## src/tdcs_pkg.sv

```systemverilog
// Package for the tape deck command sequencer: field widths, sequence codes,
// deck line codes and the timed pattern table.
// No dependencies.
package tdcs_pkg;

  localparam int PIN_W          = 8;
  localparam int LINE_W         = 6;
  localparam int CFG_W          = 11;
  localparam int IDX_W          = 3;
  localparam int MS_W           = 6;
  localparam int TIMEOUT_BITS_D = 11;
  localparam logic [CFG_W-1:0] CFG_RESET = 11'd1000;

  // command pin positions, all active low
  localparam int PIN_STOP  = 0;
  localparam int PIN_AREW  = 1;
  localparam int PIN_PLAY  = 2;
  localparam int PIN_SKIP  = 3;
  localparam int PIN_APLAY = 4;
  localparam int PIN_FF    = 5;
  localparam int PIN_SRCH  = 6;
  localparam int PIN_REW   = 7;

  localparam logic [LINE_W-1:0] LINE_BLK1 = 6'h02;
  localparam logic [LINE_W-1:0] LINE_HOLD = 6'h10;

  typedef enum logic [6:0] {
    SEQ_IDLE  = 7'b0000001,
    SEQ_STOP  = 7'b0000010,
    SEQ_PLAY  = 7'b0000100,
    SEQ_FF    = 7'b0001000,
    SEQ_REW   = 7'b0010000,
    SEQ_AREW  = 7'b0100000,
    SEQ_APLAY = 7'b1000000
  } seq_t;

  // number of steps in a pattern
  function automatic logic [IDX_W-1:0] pat_len(input seq_t seq);
    case (seq)
      SEQ_STOP:                    pat_len = 3'd1;
      SEQ_PLAY, SEQ_FF, SEQ_APLAY: pat_len = 3'd4;
      SEQ_REW, SEQ_AREW:           pat_len = 3'd5;
      default:                     pat_len = 3'd0;
    endcase
  endfunction

  function automatic logic [LINE_W-1:0] pat_lines(input seq_t seq,
                                                  input logic [IDX_W-1:0] idx);
    logic [LINE_W-1:0] v;
    v = LINE_BLK1;
    case (seq)
      SEQ_STOP: v = 6'h0A;
      SEQ_PLAY, SEQ_APLAY, SEQ_FF: begin
        case (idx)
          3'd0:    v = 6'h02;
          3'd1:    v = 6'h22;
          3'd2:    v = 6'h02;
          3'd3:    v = (seq == SEQ_FF) ? 6'h03 : 6'h06;
          default: v = LINE_BLK1;
        endcase
      end
      SEQ_REW, SEQ_AREW: begin
        case (idx)
          3'd0:    v = 6'h00;
          3'd1:    v = 6'h20;
          3'd2:    v = 6'h00;
          3'd3:    v = 6'h02;
          3'd4:    v = 6'h03;
          default: v = LINE_BLK1;
        endcase
      end
      default: v = LINE_BLK1;
    endcase
    return v;
  endfunction

  function automatic logic [MS_W-1:0] pat_ms(input seq_t seq,
                                             input logic [IDX_W-1:0] idx);
    logic [MS_W-1:0] v;
    v = '0;
    case (seq)
      SEQ_STOP: v = 6'd15;
      SEQ_PLAY, SEQ_APLAY, SEQ_FF: begin
        case (idx)
          3'd0:    v = 6'd5;
          3'd1:    v = 6'd15;
          3'd2:    v = 6'd35;
          3'd3:    v = 6'd15;
          default: v = '0;
        endcase
      end
      SEQ_REW, SEQ_AREW: begin
        case (idx)
          3'd0:    v = 6'd5;
          3'd1:    v = 6'd15;
          3'd2:    v = 6'd15;
          3'd3:    v = 6'd20;
          3'd4:    v = 6'd15;
          default: v = '0;
        endcase
      end
      default: v = '0;
    endcase
    return v;
  endfunction

  // latch bit cleared when a pattern starts
  function automatic logic [PIN_W-1:0] pat_latch_bit(input seq_t seq);
    logic [PIN_W-1:0] v;
    v = '0;
    case (seq)
      SEQ_STOP:             v[PIN_STOP] = 1'b1;
      SEQ_PLAY, SEQ_APLAY:  v[PIN_PLAY] = 1'b1;
      SEQ_FF:               v[PIN_FF]   = 1'b1;
      SEQ_REW, SEQ_AREW:    v[PIN_REW]  = 1'b1;
      default:              v = '0;
    endcase
    return v;
  endfunction

endpackage

```

## src/tdcs_if.sv

```systemverilog
// Valid/ready channel interfaces for the sequencer's tick input and result.
// Depends on tdcs_pkg for field widths.
interface tdcs_in_if import tdcs_pkg::*; ();
  logic              valid;
  logic              ready;
  logic [PIN_W-1:0]  command_pins;
  logic              counter_edge;
  logic              mode_pin;

  modport source (output valid, command_pins, counter_edge, mode_pin, input ready);
  modport sink   (input valid, command_pins, counter_edge, mode_pin, output ready);
endinterface

interface tdcs_out_if import tdcs_pkg::*; ();
  logic              valid;
  logic              ready;
  logic [LINE_W-1:0] deck_lines;
  logic              tape_end;
  logic              busy_res;

  modport source (output valid, deck_lines, tape_end, busy_res, input ready);
  modport sink   (input valid, deck_lines, tape_end, busy_res, output ready);
endinterface

```

## src/tape_deck_command_sequencer_core.sv

```systemverilog
// Tape deck command sequencer: command latch, tape-end timeout and timed
// deck line patterns, one result item per tick item.
// Depends on tdcs_pkg and the channel interfaces in tdcs_if.sv.
//
//   channel   dir   handshake            payload
//   in_chan   in    valid/ready          command_pins, counter_edge, mode_pin
//   out_chan  out   valid/ready          deck_lines, tape_end, busy_res
//   cfg       in    cfg_we (no ready)    cfg_wdata = tape_end_timeout_ms
//
// Per item: the state update is one pass of logic from the state
// registers into the state and result registers; a new item is taken in every
// cycle while the result register is empty or being drained.
// A stalled result holds in the output register and blocks input until taken.
// Reset is synchronous (rst_n low); no clearing pass.
module tape_deck_command_sequencer_core
  import tdcs_pkg::*;
#(
  parameter int TIMEOUT_BITS = TIMEOUT_BITS_D
) (
  input  logic             clk,
  input  logic             rst_n,
  tdcs_in_if.sink          in_chan,
  tdcs_out_if.source       out_chan,
  input  logic             cfg_we,
  input  logic [CFG_W-1:0] cfg_wdata
);

  logic [CFG_W-1:0]        cfg_r;
  logic [PIN_W-1:0]        prev_r, prev_nxt;
  logic [PIN_W-1:0]        latch_r, latch_nxt;
  seq_t                    seq_r, seq_nxt;
  logic [IDX_W-1:0]        idx_r, idx_nxt;
  logic [MS_W-1:0]         rem_r, rem_nxt;
  logic [LINE_W-1:0]       line_r, line_nxt;
  logic                    play_r, play_nxt;
  logic                    rew_r, rew_nxt;
  logic [TIMEOUT_BITS-1:0] cnt_r, cnt_nxt;
  logic                    tact_r, tact_nxt;
  logic                    tend_r, tend_nxt;
  logic                    svc_r, svc_nxt;
  logic [1:0]              auto_r, auto_nxt;

  logic                    out_valid_r;
  logic [LINE_W-1:0]       out_lines_r;
  logic                    out_tend_r;
  logic                    out_busy_r;

  logic                    accept;
  logic [15:0]             cfg_ext;
  logic [TIMEOUT_BITS-1:0] limit;
  logic [TIMEOUT_BITS:0]   cnt_inc;
  logic [PIN_W-1:0]        pins;
  seq_t                    start_seq;
  logic                    start_en;

  assign in_chan.ready = !out_valid_r || out_chan.ready;
  assign accept        = in_chan.valid && in_chan.ready;
  assign pins          = in_chan.command_pins;

  assign cfg_ext = 16'(cfg_r);
  assign limit   = cfg_ext[TIMEOUT_BITS-1:0];
  assign cnt_inc = {1'b0, cnt_r} + {{TIMEOUT_BITS{1'b0}}, 1'b1};

  always_comb begin
    prev_nxt  = pins;
    latch_nxt = latch_r;
    seq_nxt   = seq_r;
    idx_nxt   = idx_r;
    rem_nxt   = rem_r;
    line_nxt  = line_r;
    play_nxt  = play_r;
    rew_nxt   = rew_r;
    cnt_nxt   = cnt_r;
    tact_nxt  = tact_r;
    tend_nxt  = tend_r;
    svc_nxt   = svc_r;
    auto_nxt  = auto_r;
    start_seq = SEQ_IDLE;
    start_en  = 1'b0;

    // latch every low pin on any change, the skipped pin excluded
    if (((pins ^ prev_r) & 8'hF7) != 8'h00) begin
      latch_nxt = latch_nxt | ~(pins | 8'h08);
    end

    if (in_chan.counter_edge) begin
      tact_nxt = 1'b1;
      cnt_nxt  = '0;
      tend_nxt = 1'b0;
    end else if (tact_r) begin
      if (cnt_inc >= {1'b0, limit}) begin
        tact_nxt = 1'b0;
        cnt_nxt  = '0;
        tend_nxt = 1'b1;
        if (play_r && !pins[PIN_AREW]) auto_nxt[0] = 1'b1;
        if (rew_r && !pins[PIN_APLAY]) auto_nxt[1] = 1'b1;
      end else begin
        cnt_nxt = cnt_inc[TIMEOUT_BITS-1:0];
      end
    end

    if (!svc_r && !in_chan.mode_pin) begin
      svc_nxt  = 1'b1;
      line_nxt = line_nxt | LINE_HOLD;
    end

    // advance the running pattern
    if (seq_r != SEQ_IDLE) begin
      if (rem_nxt != '0) rem_nxt = rem_nxt - 1'b1;
      if (rem_nxt == '0) begin
        idx_nxt = idx_r + 1'b1;
        if (idx_nxt >= pat_len(seq_r)) begin
          line_nxt = LINE_BLK1;
          play_nxt = (seq_r == SEQ_PLAY) || (seq_r == SEQ_APLAY);
          rew_nxt  = (seq_r == SEQ_REW) || (seq_r == SEQ_AREW);
          if (seq_r == SEQ_AREW && !pins[PIN_APLAY]) auto_nxt[1] = 1'b1;
          seq_nxt = SEQ_IDLE;
          idx_nxt = '0;
        end else begin
          rem_nxt  = pat_ms(seq_r, idx_nxt);
          line_nxt = pat_lines(seq_r, idx_nxt);
        end
      end
    end

    // pick the next pattern: auto sequences first, then latched commands
    if (seq_nxt == SEQ_IDLE) begin
      if (auto_nxt[0]) begin
        auto_nxt[0] = 1'b0;
        start_seq   = SEQ_AREW;
        start_en    = 1'b1;
      end else if (auto_nxt[1]) begin
        auto_nxt[1] = 1'b0;
        start_seq   = SEQ_APLAY;
        start_en    = 1'b1;
      end else if (svc_nxt) begin
        start_en = 1'b1;
        if (latch_nxt[PIN_STOP])      start_seq = SEQ_STOP;
        else if (latch_nxt[PIN_PLAY]) start_seq = SEQ_PLAY;
        else if (latch_nxt[PIN_FF])   start_seq = SEQ_FF;
        else if (latch_nxt[PIN_REW])  start_seq = SEQ_REW;
        else begin
          start_en = 1'b0;
          // search only drops its latch bit
          latch_nxt[PIN_SRCH] = 1'b0;
        end
      end
    end

    if (start_en) begin
      latch_nxt = latch_nxt & ~pat_latch_bit(start_seq);
      seq_nxt   = start_seq;
      idx_nxt   = '0;
      rem_nxt   = pat_ms(start_seq, '0);
      line_nxt  = pat_lines(start_seq, '0);
    end
  end

  always_ff @(posedge clk) begin
    if (!rst_n) begin
      cfg_r <= CFG_RESET;
    end else if (cfg_we) begin
      cfg_r <= cfg_wdata;
    end
  end

  always_ff @(posedge clk) begin
    if (!rst_n) begin
      prev_r  <= '1;
      latch_r <= '0;
      seq_r   <= SEQ_IDLE;
      idx_r   <= '0;
      rem_r   <= '0;
      line_r  <= LINE_BLK1;
      play_r  <= 1'b0;
      rew_r   <= 1'b0;
      cnt_r   <= '0;
      tact_r  <= 1'b0;
      tend_r  <= 1'b1;
      svc_r   <= 1'b0;
      auto_r  <= '0;
    end else if (accept) begin
      prev_r  <= prev_nxt;
      latch_r <= latch_nxt;
      seq_r   <= seq_nxt;
      idx_r   <= idx_nxt;
      rem_r   <= rem_nxt;
      line_r  <= line_nxt;
      play_r  <= play_nxt;
      rew_r   <= rew_nxt;
      cnt_r   <= cnt_nxt;
      tact_r  <= tact_nxt;
      tend_r  <= tend_nxt;
      svc_r   <= svc_nxt;
      auto_r  <= auto_nxt;
    end
  end

  always_ff @(posedge clk) begin
    if (!rst_n) begin
      out_valid_r <= 1'b0;
    end else if (accept) begin
      out_valid_r <= 1'b1;
    end else if (out_chan.ready) begin
      out_valid_r <= 1'b0;
    end
  end

  // result payload, loaded with the new state on every accepted item
  always_ff @(posedge clk) begin
    if (accept) begin
      out_lines_r <= line_nxt;
      out_tend_r  <= tend_nxt;
      out_busy_r  <= (seq_nxt != SEQ_IDLE);
    end
  end

  assign out_chan.valid      = out_valid_r;
  assign out_chan.deck_lines = out_lines_r;
  assign out_chan.tape_end   = out_tend_r;
  assign out_chan.busy_res   = out_busy_r;

endmodule
```

## src/flat_wrapper.sv

```systemverilog
// flat-port wrapper written by rule: the top's interface ports become plain ports
module tape_deck_command_sequencer_core_flat import tdcs_pkg::*;
#(
  parameter int TIMEOUT_BITS = TIMEOUT_BITS_D
)
  (clk, rst_n, cfg_we, cfg_wdata, in_chan_valid, in_chan_command_pins, in_chan_counter_edge, in_chan_mode_pin, in_chan_ready, out_chan_valid, out_chan_deck_lines, out_chan_tape_end, out_chan_busy_res, out_chan_ready);
  tdcs_in_if in_chan_i ();
  tdcs_out_if out_chan_i ();
  input  logic clk;
  input  logic rst_n;
  input  logic cfg_we;
  input  logic [CFG_W-1:0] cfg_wdata;
  input wire logic [$bits(in_chan_i.valid)-1:0] in_chan_valid;
  input wire logic [$bits(in_chan_i.command_pins)-1:0] in_chan_command_pins;
  input wire logic [$bits(in_chan_i.counter_edge)-1:0] in_chan_counter_edge;
  input wire logic [$bits(in_chan_i.mode_pin)-1:0] in_chan_mode_pin;
  output wire logic [$bits(in_chan_i.ready)-1:0] in_chan_ready;
  output wire logic [$bits(out_chan_i.valid)-1:0] out_chan_valid;
  output wire logic [$bits(out_chan_i.deck_lines)-1:0] out_chan_deck_lines;
  output wire logic [$bits(out_chan_i.tape_end)-1:0] out_chan_tape_end;
  output wire logic [$bits(out_chan_i.busy_res)-1:0] out_chan_busy_res;
  input wire logic [$bits(out_chan_i.ready)-1:0] out_chan_ready;
  assign in_chan_i.valid = in_chan_valid;
  assign in_chan_i.command_pins = in_chan_command_pins;
  assign in_chan_i.counter_edge = in_chan_counter_edge;
  assign in_chan_i.mode_pin = in_chan_mode_pin;
  assign in_chan_ready = in_chan_i.ready;
  assign out_chan_valid = out_chan_i.valid;
  assign out_chan_deck_lines = out_chan_i.deck_lines;
  assign out_chan_tape_end = out_chan_i.tape_end;
  assign out_chan_busy_res = out_chan_i.busy_res;
  assign out_chan_i.ready = out_chan_ready;
  tape_deck_command_sequencer_core #(.TIMEOUT_BITS(TIMEOUT_BITS)) u_core (.clk(clk), .rst_n(rst_n), .in_chan(in_chan_i), .out_chan(out_chan_i), .cfg_we(cfg_we), .cfg_wdata(cfg_wdata));
endmodule
```

## config.mk

```make
export PLATFORM = sky130hd
export DESIGN_NAME = tape_deck_command_sequencer_core_flat
export DESIGN_NICKNAME = d
export VERILOG_FILES = /design/src/tdcs_pkg.sv /design/src/tdcs_if.sv /design/src/tape_deck_command_sequencer_core.sv /design/src/flat_wrapper.sv
export SDC_FILE = /design/constraint.sdc
export NUM_CORES = 1
export LEC_CHECK = 0
export ABC_CLOCK_PERIOD_IN_PS = 3300
export CORE_MARGIN = 2
export CORE_UTILIZATION = 40
export DETAILED_ROUTE_END_ITERATION = 8
export DONT_BUFFER_PORTS = 1
export PLACE_DENSITY = 0.53
export SLEW_MARGIN = 15
export SYNTH_ARGS = -nofsm -noshare
export SYNTH_HDL_FRONTEND = slang
export SYNTH_SLANG_ARGS = --single-unit
```

## constraint.sdc

```tcl
create_clock -name clk -period 3.3 [get_ports clk]
set_input_delay 0.165 -clock clk [delete_from_list [all_inputs] [get_ports clk]]
set_output_delay 0.165 -clock clk [all_outputs]
set_load 0.005 [all_outputs]
```

## Word level (Yosys, flattened, before mapping)

Cells that the tools add are included.

- Register bits after elaboration: 76
- Input port bits: 26
- Output and inout bits: 10

- Add/sub/neg operators: 3
- Magnitude comparators: 2
- Equality and inequality tests: 19
- Multiplexer cells: 90
- Bitwise logic cells: 5
- Reductions and logical operators: 33

Operators by type and width:

| cell | count |
|---|---|
| $mux 7 | 11 |
| $pmux 6 s3 | 4 |
| $mux 6 | 10 |
| $mux 1 | 41 |
| $mux 11 | 3 |
| $mux 3 | 7 |
| $mux 8 | 2 |
| $not 8->8 | 2 |
| $pmux 4 s2 | 2 |
| $pmux 5 s3 | 1 |
| $eq 7x2->1 const B | 2 |
| $eq 7x3->1 const B | 2 |
| $eq 7x4->1 const B | 2 |
| $eq 7x5->1 const B | 2 |
| $eq 7x6->1 const B | 2 |
| $eq 7x7->1 const B | 2 |
| $ne 7x1->1 const B | 2 |
| $add 11x1->12 const B | 1 |
| $ge 12x11->1 | 1 |
| $pmux 6 s2 | 1 |
| $mux 2 | 5 |
| $mux 5 | 2 |
| $reduce_or 2->1 | 5 |
| $pmux 3 s3 | 1 |
| other kinds (23) | 39 |

## Depth between registers and ports, before layout

Gate-level depths: netlist (run 1).

- Word-level depth: 20
- Gate-level depth with buffers: 16

## Worst setup path before layout (run 1)

No wires, ideal clock.

- Path type: register to register
- From: register u_core.cnt_r[2]
- To: register u_core.latch_r[5]
- Setup time: 0.116 ns
- Data arrival time: 3.018 ns
- Required time: 3.184 ns
- Path slack: 0.166 ns
- Cell stages (with the launch flop): 15
- Clock period less this slack: 3.134 ns
- Path through: dfxtp_1 -> and3_1 -> clkbuf_1 -> nor2b_1 -> xnor2_1 -> ha_1 -> a21oi_1 -> nor2_1 -> a211oi_1 -> o211ai_1 -> buf_2 -> a2111o_1 -> or3_4 -> nand2b_4 -> o211a_1

- Longest elaborated chain between the ends: 18
- Elaborated cells on any way between the ends: 21
- Classes of those cells: 1 x add/sub; 1 x order compare; 1 x eq/ne; 16 x mux; 2 x bitwise

RTL lines:

| element | RTL line | text |
|---|---|---|
| start, declared | tape_deck_command_sequencer_core.sv:37 | `logic [TIMEOUT_BITS-1:0] cnt_r, cnt_nxt;` |
| start signal, assigned | tape_deck_command_sequencer_core.sv:191 | `cnt_r <= cnt_nxt;` |
| $add 11x1->12 (*) | tape_deck_command_sequencer_core.sv:62 | `assign cnt_inc = {1'b0, cnt_r} + {{TIMEOUT_BITS{1'b0}}, 1'b1};` |
| $ge 12x11->1 (*) | tape_deck_command_sequencer_core.sv:91 | `if (cnt_inc >= {1'b0, limit}) begin` |
| $mux 2 (*) | tape_deck_command_sequencer_core.sv:91 |  |
| $mux 2 (*) | tape_deck_command_sequencer_core.sv:90 | `end else if (tact_r) begin` |
| $mux 2 (*) | tape_deck_command_sequencer_core.sv:86 | `if (in_chan.counter_edge) begin` |
| $mux 1 | tape_deck_command_sequencer_core.sv:116 | `if (seq_r == SEQ_AREW && !pins[PIN_APLAY]) auto_nxt[1] = 1'b1;` |
| $mux 1 | tape_deck_command_sequencer_core.sv:112 | `if (idx_nxt >= pat_len(seq_r)) begin` |
| $mux 1 | tape_deck_command_sequencer_core.sv:110 | `if (rem_nxt == '0) begin` |
| [2 not listed] | n/a |  |
| $mux 7 | tape_deck_command_sequencer_core.sv:128 | `if (auto_nxt[0]) begin` |
| $mux 7 | tape_deck_command_sequencer_core.sv:127 | `if (seq_nxt == SEQ_IDLE) begin` |
| $eq 7x4->1 | tdcs_pkg.sv:111 | `case (seq)` |
| $mux 1 | tdcs_pkg.sv:111 |  |
| $mux 1 | tape_deck_command_sequencer_core.sv:150 | `if (start_en) begin` |
| $not 8->8 | tape_deck_command_sequencer_core.sv:151 | `latch_nxt = latch_nxt & ~pat_latch_bit(start_seq);` |
| $and 8x8->8 | tape_deck_command_sequencer_core.sv:151 |  |
| $mux 8 (*) | tape_deck_command_sequencer_core.sv:150 |  |
| end signal, assigned | tape_deck_command_sequencer_core.sv:184 | `latch_r <= latch_nxt;` |
| end, declared | tape_deck_command_sequencer_core.sv:30 | `logic [PIN_W-1:0] latch_r, latch_nxt;` |

Every way passes the cells marked *; elsewhere a longest branch is shown, timed or not. The select of a mux whose other input is x is not followed.
A chain may end at the register's enable or synchronous reset.

## Final worst setup path (run 1)

- From: register u_core.cnt_r[0]
- To: register u_core.latch_r[5]

The elaborated chain is that of the path after synthesis.

==> flow_summary.json, run 1 <==
{
  "synth_most_common_cell": "nor2_1",
  "gp_congestion": 0.886,
  "min_period_ps": 3190,
  "cts_max_path_buffers": 2,
  "viasPerCell": 5.51,
  "worst_setup_path_start_kind": "register",
  "synth_mux_area_frac": 0.0169,
  "skew_ps": 9.12,
  "antenna_found_initial": 0,
  "ys_top_cells_by_area": "dfxtp_1 30%, ha_1 6.3%, nor2_1 6.1%",
  "port_buffers": 0,
  "crit_required_ps": 3550,
  "synth_xor_area_frac": 0.0466,
  "fin_nets": 609,
  "first_pass_iters": 4,
  "multi_input_area_mm2": 0.00246,
  "start_util": 0.406,
  "cts-root-buf": "clkbuf_8",
  "synth_seq_area_share": 0.363,
  "fp.coreArea_mm2": 0.0102,
  "hp-class": "primary input to register",
  "slew_viol_final": 0,
  "via_count": 3872,
  "synth_enable_flop_cells": 8,
  "synth_cell_types": 68,
  "critPathCapture": "u_core.latch_r[5]",
  "wl_mm": 11.1,
  "synth_largest_area_cell": "dfxtp_1",
  "grt_max_degree": 33,
  "fmax_mhz": 313,
  "path_class": "register to register",
  "die_h_um": 106,
  "powerDensity_mw_per_mm2": 417,
  "syn_inst": 512,
  "dp_cells": 657,
  "synth_adder_area_share": 0.0635,
  "post-route-period-util": 0.968,
  "synthSimpleGateAreaFrac": 0.248,
  "drc": 0,
  "n_fill_cell": 1008,
  "regArea_mm2": 0.00151,
  "r2r_slack_ps": 110,
  "place_area_mm2": 0.00445,
  "rsz0062_at_grt": "true",
  "outcome": "complete, no violations",
  "ys_seq_elements": 71,
  "cp_max_fo": 6,
  "finalSetupViolations": 0,
  "drive_above_1_share": 0.155,
  "async_reset_ff_frac": 0,
  "drt-wirelength-per-cell_um": 15.7,
  "reg2reg_to": "u_core.latch_r[5]",
  "maxCapViolations": 0,
  "finalHoldViolations": 0,
  "area_growth_pct": 19.6,
  "fin_area_mm2": 0.00495,
  "pre_cts_ws_ps": -26.6,
  "grt_pass1_wl_mm": 18.4,
  "synth.avg_cell_area_um2": 8.08,
  "h-tree-depth": 3,
  "clock_sinks": 71,
  "synth-compound-area-share": 0.212,
  "reg2reg_from": "u_core.cnt_r[0]",
  "synth_commonest_cells": "67 x nor2_1, 63 x dfxtp_1, 60 x nand2_1, 31 x a21oi_1, 28 x nand3_1",
  "track_usage": 0.206,
  "synth_nets": 559,
  "numCtsBuffers": 9,
  "yosys_warnings": 0,
  "slew_headroom": 0.525,
  "fin_cells": 703,
  "p_leak_uw": 0.00206,
  "worst-r2r-cell-count": 12,
  "synth_ff_type": "dfxtp_1",
  "worstPathArrival_ps": 3440,
  "end_kind": "register",
  "dieArea_mm2": 0.0112,
  "layout_setup_ws_ps": 107,
  "clk_pin_slew_ps": 80,
  "die_w_um": 106,
  "ios": 36,
  "whs_path_depth": 2,
  "grt_pass1_vias": 3702,
  "first_iter_violations": 240,
  "peakVddDrop_mv": 0.263,
  "dp_hpwl_mm": 7.74,
  "grt-ovfl-total": 0,
  "synth.cell_area_mm2": 0.00414,
  "clock_latency_ps": 350,
  "cts_tree": "done",
  "synth_top_family_by_area": "simple AND/OR/NAND/NOR gates",
  "worstSetupStartpoint": "u_core.cnt_r[0]",
  "synth_top_area_frac": 0.305,
  "rows": 37,
  "final_antenna_net_count": 0,
  "diodes": 0,
  "tightest_slew_ps": 711
}
stage by stage:
step | power (uW) | hold WS [ps] | utilization | setup TNS, ps
finish | 2070 | 30.9 | 0.486 | 0
global route | 2180 | 35.7 | 0.486 | -135
CTS | 2060 | 17.5 | 0.478 | 0
global placement | 1390 | 244 | 0.437 | 0
floorplan | 1310 | 289 | - | 0
detailed placement | 1390 | 249 | 0.437 | -26.6
critical path, stage by stage, from the launching register on:
cell	delay, ps
dfxtp_1	400
and3_2	280
nand3_1	150
xnor2_1	160
ha_1	310
a21o_1	170
a211oi_2	200
o211ai_1	110
buf_4	170
a2111o_1	460
or3_4	400
nand2b_4	150
o211a_1	140
cell type report:
type / instances / area share
inverter: 26 / 0.0197
tap: 136 / 0.0344
clock inverter: 6 / 0.00885
sequential: 71 / 0.304
timing repair buffer: 63 / 0.109
clock buffer: 10 / 0.0258
multi-input combinational: 391 / 0.498
sequential cells by signal (all words and copies together), names as in the netlist:
| signal | flops |
|---|---|
| u_core.tact_r | 1 |
| u_core.tend_r | 1 |
| u_core.out_chan.valid | 1 |
| u_core.cfg_r | 11 |
| u_core.out_chan.deck_lines | 6 |
| u_core.svc_r | 1 |
| u_core.prev_r | 7 |
| u_core.line_r | 6 |
| u_core.idx_r | 3 |
| u_core.seq_r | 7 |
| u_core.play_r | 1 |
| u_core.latch_r | 4 |
| u_core.rem_r | 6 |
| u_core.auto_r | 2 |
| u_core.out_chan.tape_end | 1 |
| u_core.out_chan.busy_res | 1 |
| u_core.rew_r | 1 |
| u_core.cnt_r | 11 |
where the power goes:
| part | switching (uW) | internal (uW) |
|---|---|---|
| clock network | 357 | 276 |
| registers | 42.2 | 925 |
| logic | 270 | 196 |
routing by layer:
| layer | wire length [um] | up-vias | GRT usage |
|---|---|---|---|
| li1 | - | 1926 | - |
| met1 | 5210 | 1830 | 0.279 |
| met2 | 5170 | 104 | 0.339 |
| met3 | 548 | 12 | 0.0315 |
| met4 | 136 | 0 | 0.0583 |
| met5 | 0 | - | 0 |
placed cells by master, fill, tap and decap left out, drive strengths merged, types with 3 or more instances in the layout:
| master | Yosys | final |
|---|---|---|
| inv | 25 | 27 |
| nor4b | 3 | 3 |
| nand2 | 60 | 60 |
| dlygate4sd3 | 0 | 22 |
| ha | 21 | 21 |
| clkbuf | 19 | 10 |
| clkinv | 1 | 3 |
| nand2b | 4 | 4 |
| a21o | 4 | 4 |
| a21oi | 32 | 32 |
| mux2i | 7 | 7 |
| o21ai | 24 | 24 |
| a22oi | 10 | 10 |
| nor2 | 68 | 68 |
| o31ai | 5 | 5 |
| nor4 | 6 | 6 |
| edfxtp | 8 | 8 |
| nand4 | 6 | 6 |
| o211ai | 10 | 10 |
| and3 | 4 | 4 |
| xnor2 | 8 | 8 |
| buf | 5 | 41 |
| or3 | 4 | 4 |
| nand3b | 3 | 3 |
| nand3 | 28 | 28 |
| o21a | 3 | 3 |
| a31oi | 7 | 7 |
| nor3 | 15 | 15 |
| xor2 | 14 | 14 |
| dfxtp | 63 | 63 |
| nor2b | 5 | 5 |
| a211oi | 5 | 5 |
| or2 | 3 | 3 |
how the worst min path moves through the flow:
stage | startpoint | end | slack [ps]
4_1_cts | rst_n | u_core.rem_r[1] | 20
2_1_floorplan | in_chan_command_pins[0] | u_core.prev_r[0] | 290
3_5_place_dp | rst_n | u_core.prev_r[4] | 250
5_1_grt | rst_n | u_core.rem_r[1] | 40
3_3_place_gp | rst_n | u_core.prev_r[5] | 240
6_report | rst_n | u_core.rem_r[1] | 30
cell families after synthesis:
group	after synthesis
compound gates	125
xor+xnor	22
fa+ha+maj	21
buf+inv	50
flops	71
mux	7
simple gates	216
timing repair:
item                                    CTS  global route
buffers inserted                          1             6
endpoints found under the setup margin    6            28
hold buffers                             23             0
resized for setup                         0            12
pin swaps                                 1            11
endpoints found under the hold margin    36             0
(Power assumes the default switching activity.)
==> inputs of run 2 (changes only) <==
--- a/config.mk
+++ b/config.mk
@@ -11,6 +11,7 @@
 export DETAILED_ROUTE_END_ITERATION = 8
 export DONT_BUFFER_PORTS = 1
 export PLACE_DENSITY = 0.53
+export REMOVE_ABC_BUFFERS = 1
 export SLEW_MARGIN = 15
 export SYNTH_ARGS = -nofsm -noshare
 export SYNTH_HDL_FRONTEND = slang
==> run 2 against run 1 <==
Against the previous run:
- maximum frequency is 1.4% higher
- global-route usage is 0.14 points higher
- routed wire length is 0.37% higher
- critical path depth is 4 higher
- final area is 0.71% higher
- first-iteration DRC count is 13% lower
- power is 4.7% higher
- core utilization is 0.34 points higher
- register-to-register slack better by 40 ps
- critical endpoint is now u_core.rem_r[0]
==> flow_summary.json, run 2 (synthesis results as in run 1) <==
{
  "reg.largest.list": "u_core.cfg_r x11, u_core.cnt_r x11",
  "whs_ps": 38.8,
  "first_pass_iters": 5,
  "dieArea_mm2": 0.0112,
  "outcome": "complete, no violations",
  "peakVddDrop_mv": 0.186,
  "worst-r2r-cell-count": 16,
  "track_usage": 0.207,
  "fin_area_mm2": 0.00498,
  "hp-class": "primary input to register",
  "rows": 37,
  "crit_required_ps": 3560,
  "diodes": 0,
  "die_w_um": 106,
  "wl_mm": 11.1,
  "finalSetupViolations": 0,
  "worst_setup_path_start_kind": "register",
  "start_util": 0.406,
  "finalHoldViolations": 0,
  "maxCapViolations": 0,
  "gp_congestion": 0.819,
  "n_fill_cell": 1003,
  "total_power_uw": 2160,
  "slew_viol_final": 0,
  "dp_hpwl_mm": 7.69,
  "post-route-period-util": 0.954,
  "whs_path_depth": 2,
  "grt_max_degree": 28,
  "clk_pin_slew_ps": 80,
  "cp_max_fo": 7,
  "final_common_cell": "nor2_1",
  "final_antenna_net_count": 0,
  "cts-root-buf": "clkbuf_8",
  "ios": 36,
  "place_area_mm2": 0.00446,
  "antenna_found_initial": 0,
  "fmax_mhz": 318,
  "numCtsBuffers": 9,
  "h-tree-depth": 3,
  "viasPerCell": 5.53,
  "cts_max_path_buffers": 2,
  "grt-ovfl-total": 0,
  "min_period_ps": 3150,
  "fp.coreArea_mm2": 0.0102,
  "p_leak_uw": 0.00208,
  "worstPathArrival_ps": 3410,
  "end_kind": "register",
  "slew_headroom": 0.519,
  "clock_sinks": 71,
  "grt_pass1_vias": 3665,
  "port_buffers": 0,
  "drt-wirelength-per-cell_um": 15.8,
  "skew_ps": 12.1,
  "first_iter_violations": 209,
  "drc": 0,
  "cts_tree": "done",
  "fin_nets": 607,
  "via_count": 3875,
  "final_cell_mix": "65 x nor2_1, 60 x nand2_1, 59 x dfxtp_1",
  "path_class": "register to register",
  "drive_above_1_share": 0.156,
  "powerDensity_mw_per_mm2": 434,
  "tightest_slew_ps": 721,
  "area_growth_pct": 20.4,
  "grt_pass1_wl_mm": 18.3,
  "clock_latency_ps": 360,
  "die_h_um": 106
}
## run 2: cell count changes in the layout (fill, tap and decap cells not counted), sizes merged
cell,delta
bufinv,+1
clkinvlp,-1
clkbuf,+3
clkinv,-1
buf,-2
inv,-2
## run 2: per-stage QoR
stage	cells	setup TNS [ps]	util	setup WS [ps]
finish	701	0	0.489	151
global route	701	-8.15	0.489	-7.52
CTS	698	0	0.482	34.1
detailed placement	659	0	0.438	74.0
global placement	659	0	0.438	36.2
floorplan	488	0	-	48.3
## run 2: metal layers
| metal | up-vias | global-route usage | wire [um] | share of wire |
|---|---|---|---|---|
| met5 | - | 0 | 0 | 0 |
| met4 | 0 | 0.0742 | 168 | 0.015 |
| met3 | 16 | 0.0402 | 454 | 0.041 |
| met2 | 85 | 0.341 | 5170 | 0.47 |
| met1 | 1851 | 0.270 | 5320 | 0.48 |
| li1 | 1923 | - | - | - |
## run 2: area by class of cell
class                   count  area, um^2  share of cell area
multi-input cells         391        2480               0.497
well taps                 136         170              0.0341
repair buffers             61         529               0.106
clock inverters             3        42.5             0.00853
flip-flops and latches     71        1510               0.302
clock buffers              13         159              0.0319
inverters                  26        97.6              0.0196
## run 2: repair_timing
item | CTS | global route
gates resized for setup | 0 | 17
setup endpoints to repair | 0 | 26
buffers inserted | 0 | 3
hold endpoints to repair | 36 | 0
hold buffers | 23 | 0
## run 2: critical path, stage by stage, from the launching register on
cell and delay, ps:
dfxtp_2 340, nand4_1 140, nor2_2 160, nand3_1 100
nor2_1 120, xor2_1 220, ha_1 290, nand3_2 90
nor2_1 50, a211oi_1 180, o211ai_1 140, buf_4 190
a211o_4 360, o31ai_4 230, buf_6 160, a31oi_1 40
o221a_1 250
## run 2: power by group
part           leakage [uW]  internal (uW)  switching, uW  total (uW)
Combinational       0.00138            193            271         464
Clock             0.0000996            390            342         732
Sequential         0.000596            925           41.1         966
## run 2: worst paths after layout
path,to,slack [ps],start
max reg2reg,u_core.rem_r[0],150,u_core.cnt_r[5]
max,u_core.rem_r[0],150,u_core.cnt_r[5]
min,u_core.rem_r[5],40,rst_n
min reg2reg,u_core.rew_r,470,u_core.rew_r
==> inputs of run 3 (changes only) <==
--- a/config.mk
+++ b/config.mk
@@ -5,14 +5,14 @@
 export SDC_FILE = /design/constraint.sdc
 export NUM_CORES = 1
 export LEC_CHECK = 0
-export ABC_CLOCK_PERIOD_IN_PS = 3300
+export ABC_CLOCK_PERIOD_IN_PS = 3100
 export CORE_MARGIN = 2
 export CORE_UTILIZATION = 40
 export DETAILED_ROUTE_END_ITERATION = 8
 export DONT_BUFFER_PORTS = 1
-export PLACE_DENSITY = 0.53
+export PLACE_DENSITY = 0.51
 export REMOVE_ABC_BUFFERS = 1
-export SLEW_MARGIN = 15
+export SLEW_MARGIN = 25
 export SYNTH_ARGS = -nofsm -noshare
 export SYNTH_HDL_FRONTEND = slang
 export SYNTH_SLANG_ARGS = --single-unit
==> constraint.sdc (replaced) <==
create_clock -name clk -period 3.1 [get_ports clk]
set_input_delay 0.155 -clock clk [delete_from_list [all_inputs] [get_ports clk]]
set_output_delay 0.155 -clock clk [all_outputs]
set_load 0.005 [all_outputs]
==> run 3 against run 2 <==
Against the previous run:
- count of clock-buffer cells in the layout decreased by 1
- final area increased by 5.5%
- via count about the same
- die area unchanged
- register-to-register slack got worse by 140 ps
- routed wire length increased by 2.9%
==> flow_summary.json, run 3 (synthesis results as in run 1) <==
{
  "cts_tree": "done",
  "dieArea_mm2": 0.0112,
  "met2_usage": 0.346,
  "use_met3": 0.0365,
  "slew_headroom": 0.470,
  "first_iter_violations": 195,
  "outcome": "complete, no violations",
  "reg.largest.list": "u_core.cfg_r x11, u_core.cnt_r x11",
  "start_util": 0.406,
  "pre_cts_ws_ps": -207,
  "p_leak_uw": 0.00220,
  "drc": 0,
  "drt-wirelength-per-cell_um": 15.8,
  "rows": 37,
  "peakVddDrop_mv": 0.183,
  "grt_pass1_wl_mm": 18.9,
  "finalSetupViolations": 0,
  "via_count": 3878,
  "wl_mm": 11.4,
  "rsz0062_at_grt": "true",
  "grt_pass1_vias": 3798,
  "area_growth_pct": 27.1,
  "ios": 36,
  "clock_latency_ps": 340,
  "whs_ps": 44.5,
  "drive_above_1_share": 0.226,
  "track_usage": 0.211,
  "clk_pin_slew_ps": 80,
  "die_w_um": 106,
  "diodes": 0,
  "clock_sinks": 71,
  "cts-root-buf": "clkbuf_8",
  "fmax_mhz": 324,
  "cts_max_path_buffers": 2,
  "worstPathArrival_ps": 3330,
  "fin_cells": 725,
  "dp_cells": 678,
  "port_buffers": 0,
  "fin_util": 0.517,
  "post-route-period-util": 0.996,
  "total_power_uw": 2220,
  "grt-ovfl-total": 0,
  "hp-class": "primary input to register",
  "antenna_found_initial": 0,
  "end_kind": "register",
  "final_common_cell": "nor2_1",
  "slew_viol_final": 0,
  "worst_setup_path_start_kind": "register",
  "gp_congestion": 0.860,
  "finalHoldViolations": 0,
  "fin_nets": 631,
  "die_h_um": 106,
  "grtUsageMet1": 0.284,
  "cp_max_fo": 5,
  "tightest_slew_ps": 794,
  "min_period_ps": 3090,
  "path_class": "register to register",
  "top_usage_layer": "met2",
  "final_antenna_net_count": 0,
  "dp_hpwl_mm": 8.08,
  "viasPerCell": 5.35,
  "powerDensity_mw_per_mm2": 423,
  "grt_max_degree": 28,
  "numCtsBuffers": 9,
  "fp.coreArea_mm2": 0.0102,
  "crit_required_ps": 3350,
  "skew_ps": 9.34,
  "final_cell_mix": "62 x nor2_1, 59 x dfxtp_1, 58 x nand2_1",
  "h-tree-depth": 3,
  "maxCapViolations": 0,
  "first_pass_iters": 4,
  "layout_setup_ws_ps": 11.7
}
-- run 3: path summary, 6_finish.rpt --
kind	start	endpoint	depth (start not counted)	slack [ps]
worst min-delay path	rst_n	u_core.rem_r[5]	2	40
worst min register to register	u_core.rew_r	u_core.rew_r	2	460
worst max-delay path	u_core.cnt_r[6]	u_core.latch_r[5]	13	10
worst max register to register	u_core.cnt_r[6]	u_core.latch_r[5]	13	10
-- run 3: report_power, final --
group / switching [uW] / total [uW] / internal (uW)
registers: 45.6 / 1030 / 985
logic: 315 / 554 / 239
clock network: 352 / 640 / 288
total: 713 / 2220 / 1510
-- run 3: critical path, cell delays in order (launching register included) --
cell and delay, ps:
dfxtp_2 330, nand4_1 150, nor2_2 150, nand3_2 100, nor2_2 130, xor2_1 190
ha_1 290, buf_6 130, a211oi_2 170, o211ai_1 240, a2111o_1 490, or3_4 360
nand2b_4 160, o211a_1 110
-- run 3: timing repair --
action                                 4_1_cts  5_1_grt
hold buffers                                23        0
pin swaps                                   14       20
endpoints found under the hold margin       36        0
cloned                                       0        1
setup buffers                                4        3
setup endpoints to repair                   32       45
gates resized for setup                     15       37
-- run 3: area by class of cell --
cell class	instances	area [um^2]
Fill cell	990	4920
Multi-Input combinational cell	391	2600
Sequential cell	71	1510
Timing Repair Buffer	85	726
Tap cell	136	170
Clock buffer	12	135
Inverter	26	97.6
Clock inverter	4	22.5
-- run 3: per-layer routing --
metal  up-vias  wire length, um
met2        56             5320
met1      1839             5720
met4         0              123
met5         -                0
met3         7              260
li1       1976                -
-- run 3: per-stage QoR --
step | TNS, ps | cell area, um^2
after detailed placement | -3950 | 4610
after global routing | -4120 | 5260
after CTS | -42.4 | 5080
final | 0 | 5260
after global placement | -1190 | 4610
after floorplan | -1310 | 4030
